<file path="src/deadline_timer_queue_defines.svh">
// Assertion macros shared by the timer queue modules.
// Each macro expands to one labeled concurrent assertion in simulation and to nothing
// in synthesis.
`ifndef DEADLINE_TIMER_QUEUE_DEFINES_SVH
`define DEADLINE_TIMER_QUEUE_DEFINES_SVH

`ifndef SYNTHESIS
// Same-cycle implication.
`define DTQ_ASSERT_IMPLY(label, clk, rst_n, ante, cons) \
    label: assert property (@(posedge clk) disable iff (!rst_n) (ante) |-> (cons)) \
        else $error("%m: implication check failed");
// Next-cycle implication.
`define DTQ_ASSERT_NEXT(label, clk, rst_n, ante, cons) \
    label: assert property (@(posedge clk) disable iff (!rst_n) (ante) |=> (cons)) \
        else $error("%m: next-cycle check failed");
`else
`define DTQ_ASSERT_IMPLY(label, clk, rst_n, ante, cons)
`define DTQ_ASSERT_NEXT(label, clk, rst_n, ante, cons)
`endif

`endif

</file>
<file path="src/dtq_pkg.sv">
package dtq_pkg;

    localparam int NUM_SLOTS_DEF = 16;
    localparam int RESULTS_CAP   = 16;
    localparam int FIRE_CNT_W    = $clog2(RESULTS_CAP);
    localparam int SLOT_ID_W     = 4;
    localparam int TIME_W        = 64;

    localparam logic [TIME_W-1:0] NONE_DEADLINE = '1;

    localparam logic [1:0] OP_ARM    = 2'd0;
    localparam logic [1:0] OP_DISARM = 2'd1;
    localparam logic [1:0] OP_TICK   = 2'd2;

    typedef enum logic [1:0] {
        ST_OK             = 2'd0,
        ST_ALREADY_QUEUED = 2'd1,
        ST_NOT_QUEUED     = 2'd2,
        ST_DISALLOWED     = 2'd3
    } t_status;

    typedef struct packed {
        logic [1:0]           opcode;
        logic [SLOT_ID_W-1:0] slot_id;
        logic [TIME_W-1:0]    deadline;
        logic [TIME_W-1:0]    now;
    } t_request;

    typedef struct packed {
        t_status              status;
        logic                 fired;
        logic [SLOT_ID_W-1:0] fired_slot;
        logic [TIME_W-1:0]    next_deadline;
        logic                 last;
    } t_result;

    // Controller to datapath.
    typedef struct packed {
        logic    accept;
        logic    arm_commit;
        logic    clr_req;
        logic    clr_best;
        logic    clr_min;
        logic    scan_init;
        logic    scan_step;
        logic    commit_scan;
        logic    emit;
        t_status emit_status;
        logic    emit_fired;
        logic    emit_last;
    } t_dp_cmd;

    // Datapath to controller.
    typedef struct packed {
        t_status arm_status;
        logic    disarm_ok;
        logic    tick_fire;
        logic    scan_end;
        logic    scan_more;
    } t_dp_status;

endpackage

</file>
<file path="src/dtq_ctrl.sv">
`include "deadline_timer_queue_defines.svh"

module dtq_ctrl
    import dtq_pkg::*;
(
    input  logic       i_clk,
    input  logic       i_rst_n,
    input  logic       i_start,
    input  logic [1:0] i_opcode,
    input  t_dp_status i_status,
    output logic       o_busy,
    output t_dp_cmd    o_cmd
);

    typedef enum logic [2:0] {
        S_IDLE = 3'b001,
        S_SCAN = 3'b010,
        S_DONE = 3'b100
    } t_state;

    t_state                r_state, n_state;
    logic                  r_tick, n_tick;
    logic [FIRE_CNT_W-1:0] r_fires, n_fires;

    always_comb begin
        n_state = r_state;
        n_tick  = r_tick;
        n_fires = r_fires;
        o_cmd   = '0;
        case (r_state)
            S_IDLE: begin
                if (i_start) begin
                    o_cmd.accept = 1'b1;
                    n_tick       = (i_opcode == OP_TICK);
                    n_fires      = '0;
                    case (i_opcode)
                        OP_ARM: begin
                            o_cmd.arm_commit  = (i_status.arm_status == ST_OK);
                            o_cmd.emit        = 1'b1;
                            o_cmd.emit_status = i_status.arm_status;
                            o_cmd.emit_last   = 1'b1;
                        end
                        OP_DISARM: begin
                            if (i_status.disarm_ok) begin
                                o_cmd.clr_req   = 1'b1;
                                o_cmd.scan_init = 1'b1;
                                n_state         = S_SCAN;
                            end else begin
                                o_cmd.emit        = 1'b1;
                                o_cmd.emit_status = ST_NOT_QUEUED;
                                o_cmd.emit_last   = 1'b1;
                            end
                        end
                        OP_TICK: begin
                            if (i_status.tick_fire) begin
                                o_cmd.clr_best  = 1'b1;
                                o_cmd.scan_init = 1'b1;
                                n_state         = S_SCAN;
                            end else begin
                                o_cmd.emit      = 1'b1;
                                o_cmd.emit_last = 1'b1;
                            end
                        end
                        default: begin
                            o_cmd.emit      = 1'b1;
                            o_cmd.emit_last = 1'b1;
                        end
                    endcase
                end
            end
            S_SCAN: begin
                o_cmd.scan_step = 1'b1;
                if (i_status.scan_end) begin
                    n_state = S_DONE;
                end
            end
            S_DONE: begin
                o_cmd.commit_scan = 1'b1;
                o_cmd.emit        = 1'b1;
                if (r_tick) begin
                    o_cmd.emit_fired = 1'b1;
                    if (r_fires == FIRE_CNT_W'(RESULTS_CAP - 1) || !i_status.scan_more) begin
                        o_cmd.emit_last = 1'b1;
                        n_state         = S_IDLE;
                    end else begin
                        // Fire the next earliest slot and rescan.
                        o_cmd.clr_min   = 1'b1;
                        o_cmd.scan_init = 1'b1;
                        n_fires         = FIRE_CNT_W'(r_fires + 1'b1);
                        n_state         = S_SCAN;
                    end
                end else begin
                    o_cmd.emit_last = 1'b1;
                    n_state         = S_IDLE;
                end
            end
            default: begin
                n_state = S_IDLE;
            end
        endcase
    end

    always_ff @(posedge i_clk) begin
        if (!i_rst_n) begin
            r_state <= S_IDLE;
            r_tick  <= 1'b0;
            r_fires <= '0;
        end else begin
            r_state <= n_state;
            r_tick  <= n_tick;
            r_fires <= n_fires;
        end
    end

    assign o_busy = (r_state != S_IDLE);

    `DTQ_ASSERT_NEXT(a_done_last_to_idle, i_clk, i_rst_n, (r_state == S_DONE) && o_cmd.emit_last, r_state == S_IDLE)
    `DTQ_ASSERT_IMPLY(a_fired_only_on_tick, i_clk, i_rst_n, o_cmd.emit_fired, r_tick && (r_state == S_DONE))

endmodule

</file>
<file path="src/dtq_dp.sv">
`include "deadline_timer_queue_defines.svh"

module dtq_dp
    import dtq_pkg::*;
#(
    parameter int NUM_SLOTS = NUM_SLOTS_DEF
) (
    input  logic       i_clk,
    input  logic       i_rst_n,
    input  t_request   i_req,
    input  t_dp_cmd    i_cmd,
    output t_dp_status o_status,
    output logic       o_strobe,
    output t_result    o_result
);

    localparam int SLOT_AW = $clog2(NUM_SLOTS);
    localparam int CNT_W   = $clog2(NUM_SLOTS + 1);

    logic [TIME_W-1:0]    r_mem [NUM_SLOTS];
    logic [NUM_SLOTS-1:0] r_queued, n_queued;
    logic [TIME_W-1:0]    r_earliest, n_earliest;
    logic [SLOT_AW-1:0]   r_best, n_best;
    logic [SLOT_AW-1:0]   r_fire_slot;
    logic [TIME_W-1:0]    r_now;
    logic [TIME_W-1:0]    r_min;
    logic [SLOT_AW-1:0]   r_min_idx;
    logic [CNT_W-1:0]     r_scan_cnt;
    logic [TIME_W-1:0]    r_rd_data;
    logic                 r_rd_q;
    logic [SLOT_AW-1:0]   r_rd_idx;
    logic                 r_rd_vld;
    logic                 r_out_valid;
    t_result              r_out, n_out;

    logic [SLOT_AW-1:0]   req_idx;
    logic                 req_in_range;
    logic                 req_queued;
    logic                 arm_lower;
    logic                 arm_tie;
    logic [SLOT_AW-1:0]   rd_addr;
    logic                 rd_go;
    logic                 cmp_take;

    always_comb begin
        req_idx      = SLOT_AW'(i_req.slot_id);
        req_in_range = ({{(32 - SLOT_ID_W){1'b0}}, i_req.slot_id} < 32'(NUM_SLOTS));
        req_queued   = r_queued[req_idx];

        if (i_req.deadline == NONE_DEADLINE) begin
            o_status.arm_status = ST_DISALLOWED;
        end else if (!req_in_range) begin
            o_status.arm_status = ST_NOT_QUEUED;
        end else if (req_queued) begin
            o_status.arm_status = ST_ALREADY_QUEUED;
        end else begin
            o_status.arm_status = ST_OK;
        end
        o_status.disarm_ok = req_in_range && req_queued;
        o_status.tick_fire = (r_earliest != NONE_DEADLINE) && (r_earliest <= i_req.now);
        o_status.scan_end  = (r_scan_cnt == CNT_W'(NUM_SLOTS));
        o_status.scan_more = (r_min != NONE_DEADLINE) && (r_min <= r_now);

        rd_addr  = r_scan_cnt[SLOT_AW-1:0];
        rd_go    = i_cmd.scan_step && !o_status.scan_end;
        cmp_take = r_rd_vld && r_rd_q && (r_rd_data < r_min);

        arm_lower = (i_req.deadline < r_earliest);
        arm_tie   = (i_req.deadline == r_earliest) && (req_idx < r_best);

        if (i_cmd.commit_scan) begin
            n_earliest = r_min;
            n_best     = r_min_idx;
        end else if (i_cmd.arm_commit && (arm_lower || arm_tie)) begin
            n_earliest = i_req.deadline;
            n_best     = req_idx;
        end else begin
            n_earliest = r_earliest;
            n_best     = r_best;
        end

        n_queued = r_queued;
        if (i_cmd.arm_commit) begin
            n_queued[req_idx] = 1'b1;
        end
        if (i_cmd.clr_req) begin
            n_queued[req_idx] = 1'b0;
        end
        if (i_cmd.clr_best) begin
            n_queued[r_best] = 1'b0;
        end
        if (i_cmd.clr_min) begin
            n_queued[r_min_idx] = 1'b0;
        end

        n_out.status        = i_cmd.emit_status;
        n_out.fired         = i_cmd.emit_fired;
        n_out.fired_slot    = i_cmd.emit_fired ? SLOT_ID_W'(r_fire_slot) : '0;
        n_out.next_deadline = n_earliest;
        n_out.last          = i_cmd.emit_last;
    end

    // Control state.
    always_ff @(posedge i_clk) begin
        if (!i_rst_n) begin
            r_queued    <= '0;
            r_earliest  <= NONE_DEADLINE;
            r_best      <= '0;
            r_scan_cnt  <= '0;
            r_rd_vld    <= 1'b0;
            r_out_valid <= 1'b0;
        end else begin
            r_queued    <= n_queued;
            r_earliest  <= n_earliest;
            r_best      <= n_best;
            r_rd_vld    <= rd_go;
            r_out_valid <= i_cmd.emit;
            if (i_cmd.scan_init) begin
                r_scan_cnt <= '0;
            end else if (rd_go) begin
                r_scan_cnt <= CNT_W'(r_scan_cnt + 1'b1);
            end
        end
    end

    // Deadline store: one write port, one registered read port.
    always_ff @(posedge i_clk) begin
        if (i_cmd.arm_commit) begin
            r_mem[req_idx] <= i_req.deadline;
        end
        if (rd_go) begin
            r_rd_data <= r_mem[rd_addr];
        end
    end

    // Payload.
    always_ff @(posedge i_clk) begin
        if (rd_go) begin
            r_rd_q   <= r_queued[rd_addr];
            r_rd_idx <= rd_addr;
        end
        if (i_cmd.scan_init) begin
            r_min     <= NONE_DEADLINE;
            r_min_idx <= '0;
        end else if (cmp_take) begin
            r_min     <= r_rd_data;
            r_min_idx <= r_rd_idx;
        end
        if (i_cmd.clr_best) begin
            r_fire_slot <= r_best;
        end else if (i_cmd.clr_min) begin
            r_fire_slot <= r_min_idx;
        end
        if (i_cmd.accept) begin
            r_now <= i_req.now;
        end
        if (i_cmd.emit) begin
            r_out <= n_out;
        end
    end

    assign o_strobe = r_out_valid;
    assign o_result = r_out;

    `DTQ_ASSERT_IMPLY(a_fired_slot_dequeued, i_clk, i_rst_n, i_cmd.emit && i_cmd.emit_fired, !r_queued[r_fire_slot])
    `DTQ_ASSERT_IMPLY(a_scan_min_matches_queue, i_clk, i_rst_n, i_cmd.commit_scan, (r_min == NONE_DEADLINE) == (r_queued == '0))

endmodule

</file>
<file path="src/deadline_timer_queue.sv">
// Arm, refused disarm, idle tick and the unused opcode strobe their result in the cycle after accept.
// Valid disarm: busy while the whole store is scanned (S_SCAN) through the registered store
// read, then in the result state (S_DONE), which emits its result.
// Tick that fires k slots (k <= 16): busy through one rescan and one result per fired slot.
// Reset (synchronous, active low) empties the queue; the deadline store itself is not cleared.
// Results are one-cycle strobes; the receiver cannot stall them.
module deadline_timer_queue
    import dtq_pkg::*;
#(
    parameter int NUM_SLOTS = NUM_SLOTS_DEF
) (
    input  logic     i_clk,
    input  logic     i_rst_n,
    input  logic     start,
    output logic     busy,
    input  t_request i_req,
    output logic     o_strobe,
    output t_result  o_result
);

    // The controller sequences each request; the datapath holds the slot store,
    // the queued flags, the cached earliest deadline and the scan comparator.
    // The cached earliest deadline and its slot are kept current on arm, so a tick
    // can fire its first slot without a scan. Every removal triggers a full scan
    // of the store (one slot per cycle) to rebuild the minimum, lowest slot on ties.

    t_dp_cmd    dp_cmd;
    t_dp_status dp_status;

    dtq_ctrl u_ctrl (
        .i_clk    (i_clk),
        .i_rst_n  (i_rst_n),
        .i_start  (start),
        .i_opcode (i_req.opcode),
        .i_status (dp_status),
        .o_busy   (busy),
        .o_cmd    (dp_cmd)
    );

    dtq_dp #(
        .NUM_SLOTS (NUM_SLOTS)
    ) u_dp (
        .i_clk    (i_clk),
        .i_rst_n  (i_rst_n),
        .i_req    (i_req),
        .i_cmd    (dp_cmd),
        .o_status (dp_status),
        .o_strobe (o_strobe),
        .o_result (o_result)
    );

endmodule

</file>
<file path="config.mk">
export PLATFORM = sky130hd
export DESIGN_NAME = deadline_timer_queue
export DESIGN_NICKNAME = d
export VERILOG_FILES = /design/src/dtq_pkg.sv /design/src/dtq_ctrl.sv /design/src/dtq_dp.sv /design/src/deadline_timer_queue.sv
export VERILOG_INCLUDE_DIRS = /design/src /design/src/src
export SDC_FILE = /design/constraint.sdc
export NUM_CORES = 2
export LEC_CHECK = 0
export BUFFER_PORTS_ARGS = -buffer_cell sky130_fd_sc_hd__buf_4
export CORE_UTILIZATION = 55
export CTS_BUF_LIST = sky130_fd_sc_hd__clkbuf_8
export DETAILED_ROUTE_END_ITERATION = 12
export PLACE_DENSITY = 0.78
export RECOVER_POWER = 25
export SLEW_MARGIN = 5
export SYNTH_ARGS = -nofsm -noshare
export SYNTH_HDL_FRONTEND = slang
export SYNTH_SLANG_ARGS = --single-unit
export TNS_END_PERCENT = 5
</file>
<file path="constraint.sdc">
create_clock -name i_clk -period 9.93 [get_ports i_clk]
set_clock_uncertainty 0.15 [all_clocks]
set_input_delay 1.986 -clock i_clk [delete_from_list [all_inputs] [get_ports i_clk]]
set_output_delay 1.986 -clock i_clk [all_outputs]
set_load 0.02 [all_outputs]
</file>
==> run_results.csv <==
group,metric,value,unit
pwr,p_leak,24.0,nW
pwr,powerDensity,202,mW/mm^2
timing,tns,0,ns
pwr,internal-power,9.82,mW
routing,drtAntennaViolNets,0,
global_routing,grt_overflow,0,
worst_setup_path,crit_path_max_fanout,42,
worst_setup_path,worstSetupStartpoint,"i_req[128]",
pwr,p_comb_share,13.8,%
clocking,cts_setup_buffers,0,
floorplan,die_area,0.111,sq mm
final_layout,fin_cells,5533,
final_layout,drive_gt1_share,20.8,%
clocking,cts-htree-levels,4,
worst_setup_path,slowest_stage,"nor2_4",
yosys,syn_area,0.0601,sq mm
timing,rsz0062_at_grt,"no",
yosys,yosysMostFrequentCell,"edfxtp_1",
yosys,syn_inst,3642,
timing,period_share,68.1,%
worst_setup_path,r2r_end,"u_dp.r_queued[4]",
yosys,synth_top_area_share,61.7,%
pwr,switching_power,3.70,mW
min_path,hold_end,"u_dp.r_min[45]",
clocking,clock_latency,0.90,ns
worst_setup_path,cpMostUsedCell,"buf_4",
yosys,async_flop_share,0,%
floorplan,rows,120,
global_routing,grt_pass1_wl,234,mm
clocking,cts-hold-fix-buffers,0,
worst_setup_path,critPathRequiredTime,10.56,ns
clocking,cts_root_buf,"clkbuf_8",
global_routing,grt_pass1_vias,34676,
worst_setup_path,rr_startpoint,"u_dp.r_queued[3]",
clocking,clockBufferDepth,3,
place,place_congestion,0.945,
final_layout,nNetsFinal,4355,
floorplan,die_y,332,um
routing,drtIter0Drc,4634,
clocking,cts_buffers,209,
min_path,worstHoldPathCells,2,
clocking,clkTransAtPathRegs,0.06,ns
yosys,avgSynthCellArea,16.5,sq um
clocking,cts_tree,"done",
clocking,cts_resized,0,
floorplan,coreArea,0.108,sq mm
timing,hold_slack,0.334,ns
worst_setup_path,cp.arrival,7.39,ns
pwr,sw_frac_of_total,27.4,%
worst_setup_path,crit_type,"in2reg",
final_layout,register_area,0.0404,sq mm
yosys,yosys-top-cells-area,"edfxtp_1 (62%), mux4_2 (12%), dfxtp_1 (5.6%)",
job,maxCapViolations,1,
yosys,ys_ff_latch,1400,
pwr,irDropWorstVdd,0.145,mV
min_path,min-delay-start,"u_dp.r_rd_data[45]",
timing,maxSlewHeadroom,-118,%
status,violations,"capacitance limit, slew limit",
yosys,yosysWarnings,0,
final_layout,syn2layout_area_growth,11.7,%
place,numPortBuffers,210,
yosys,ys_types,65,
pwr,pwr-share-seq,51.9,%
routing,dr.pass1.iters,9,
global_routing,grt_max_degree,142,
floorplan,io-pin-count,211,
routing,drcViolationCount,0,
global_routing,antenna_found_initial,4,
min_path,hold_class,"reg2reg",
timing,setup_viol,0,
routing,viasPerCell,6.44,
routing,routed_wl,161,mm
yosys,seq_area_frac_synth,67.2,%
routing,routed-via-count,35647,
worst_setup_path,path_cells,"buf_4 > mux4_2 > mux4_2 > nor4b_4 > buf_4 > nand3_1 > nor2_4 > buf_4 > o221ai_1 > a211oi_1",
timing,max_freq,148,MHz
timing,hold_violations,0,
final_layout,nFillCells,7536,
place,dp.cells,5146,
clocking,clock_sinks,1400,
timing,worstMarginPinSlew,3.27,ns
worst_setup_path,cpLargestDelayFamily,"simple AND/OR/NAND/NOR gates",
floorplan,initial_utilization,55.8,%
worst_setup_path,reg2reg_setup_slack,4.19,ns
worst_setup_path,worst-r2r-cell-count,9,
timing,finalMaxSlewViolations,40,
pwr,power_frac_clock,34.3,%
final_layout,multi_input_area,0.0182,sq mm
place,dp_hpwl,102,mm
yosys,synthFlopType,"edfxtp_1",
global_routing,grtUsageTotal,29.2,%
yosys,syn_nets,4043,
yosys,netlist.top_cell.by_area,"edfxtp_1",
status,outcome,"finished with violations",
yosys,synth_common_cells,"edfxtp_1 (1,233), mux4_2 (330), inv_1 (276), ha_1 (264), o21ai_0 (190)",
yosys,synth-edff-count,1233,
worst_setup_path,end_kind,"flop",
timing,period_minus_slack,6.76,ns
routing,wire_per_inst,29.1,um
worst_setup_path,critPathBufInv,3,
worst_setup_path,cp.depth,10,
worst_setup_path,max_stage_delay,0.89,ns
worst_setup_path,start_kind,"input pin",
floorplan,die-width,332,um
-- registers in the layout, indices dropped and copies added (netlist names) --
| name | flops |
|---|---|
| u_dp.r_min | 64 |
| u_dp.r_rd_data | 64 |
| u_ctrl.r_tick | 1 |
| u_dp.r_min_idx | 4 |
| u_ctrl.r_state | 3 |
| u_dp.o_strobe | 1 |
| u_dp.r_queued | 16 |
| u_dp.r_rd_vld | 1 |
| u_dp.r_scan_cnt | 5 |
| u_ctrl.r_fires | 4 |
| u_dp.r_rd_idx | 4 |
| u_dp.o_result | 72 |
| u_dp.r_best | 4 |
| u_dp.r_rd_q | 1 |
| u_dp.r_now | 64 |
| u_dp.r_fire_slot | 4 |
| u_dp.r_mem | 1024 |
| u_dp.r_earliest | 64 |
-- power by group through the flow --
| stage | combinational (mW) | sequential (mW) | clock, mW |
|---|---|---|---|
| after floorplan | 1.12 | 7.05 | 0 |
| after global placement | 1.81 | 7.12 | 0 |
| after detailed placement | 1.85 | 7.12 | 0 |
| after CTS | 1.86 | 7.00 | 4.68 |
| after global routing | 2.03 | 7.03 | 4.92 |
| final | 1.86 | 7.02 | 4.63 |
-- worst max path at each step --
stage / slack, ns / to
3_3_place_gp: 2.55 / u_dp.r_queued[2]
2_1_floorplan: 1.73 / u_dp.r_scan_cnt[3]
4_1_cts: 3.32 / u_dp.r_queued[2]
3_5_place_dp: 2.39 / u_dp.r_queued[2]
5_1_grt: 3.00 / u_dp.r_queued[4]
6_report: 3.17 / u_dp.r_queued[4]
-- logic make-up (layout without fill, tap and decap cells) --
logic type | count (synthesis) | count (layout) | synth area share [%]
AO/OA/AOI/OAI | 601 | 601 | 6.28
XOR/XNOR | 5 | 5 | 0.0729
adder cells (fa/ha/maj) | 264 | 264 | 5.50
buffers and inverters | 436 | 918 | 2.83
flip-flops | 1400 | 1400 | 67.2
multiplexers | 399 | 399 | 13.5
other | 0 | 6 | 0
AND/OR/NAND/NOR | 537 | 537 | 4.58
-- worst min-delay path, delay by kind of cell (launching register included) --
family	cells	cell delay [ns]
flops	1	0.36
mux	1	0.07
simple gates	1	0.06
-- final cells by class --
cell class	count	area share [%]
sequential	1400	60.2
timing repair buffer	261	2.32
antenna	6	0.0224
clock buffer	240	4.93
clock inverter	141	1.27
multi-input combinational	1806	27.1
tap	1403	2.62
inverter	276	1.55
-- metrics by stage --
step	area [sq um]	total power [mW]	worst slack, ns	utilization [%]
global placement	63300	8.93	2.55	58.8
CTS	67500	13.5	3.32	62.7
detailed placement	63300	8.97	2.39	58.8
floorplan	60100	8.17	1.73	-
global route	67000	14.0	3.00	62.3
finish	67100	13.5	3.17	62.3
-- cells in the final DEF, fill, tap and decap left out, types with 19 or more instances in the layout --
cell type	synthesis	final
o31ai_1	66	66
a21oi_2	60	60
nand4_1	97	97
ha_1	264	264
o21ai_1	64	64
a211oi_1	29	29
clkinv_1	0	35
edfxtp_1	1233	1233
inv_1	276	336
buf_4	2	146
nor4_1	35	34
nand2_1	146	143
clkbuf_1	128	110
nor2_1	117	100
mux4_2	330	330
nand3_1	32	32
a21o_1	19	19
a21oi_1	94	94
dfxtp_1	167	165
clkbuf_8	0	240
o21ai_0	190	190
nor3_1	21	20
clkinv_2	0	25
mux2i_1	68	68
-- metal layers --
metal	global-route usage (%)	routed length (um)	vias up
li1	-	-	15141
met3	7.67	18500	294
met1	41.0	62800	18052
met2	44.8	74700	2158
met4	9.69	4720	2
met5	0	13	-
No activity file was read; power rests on OpenSTA's default activity.
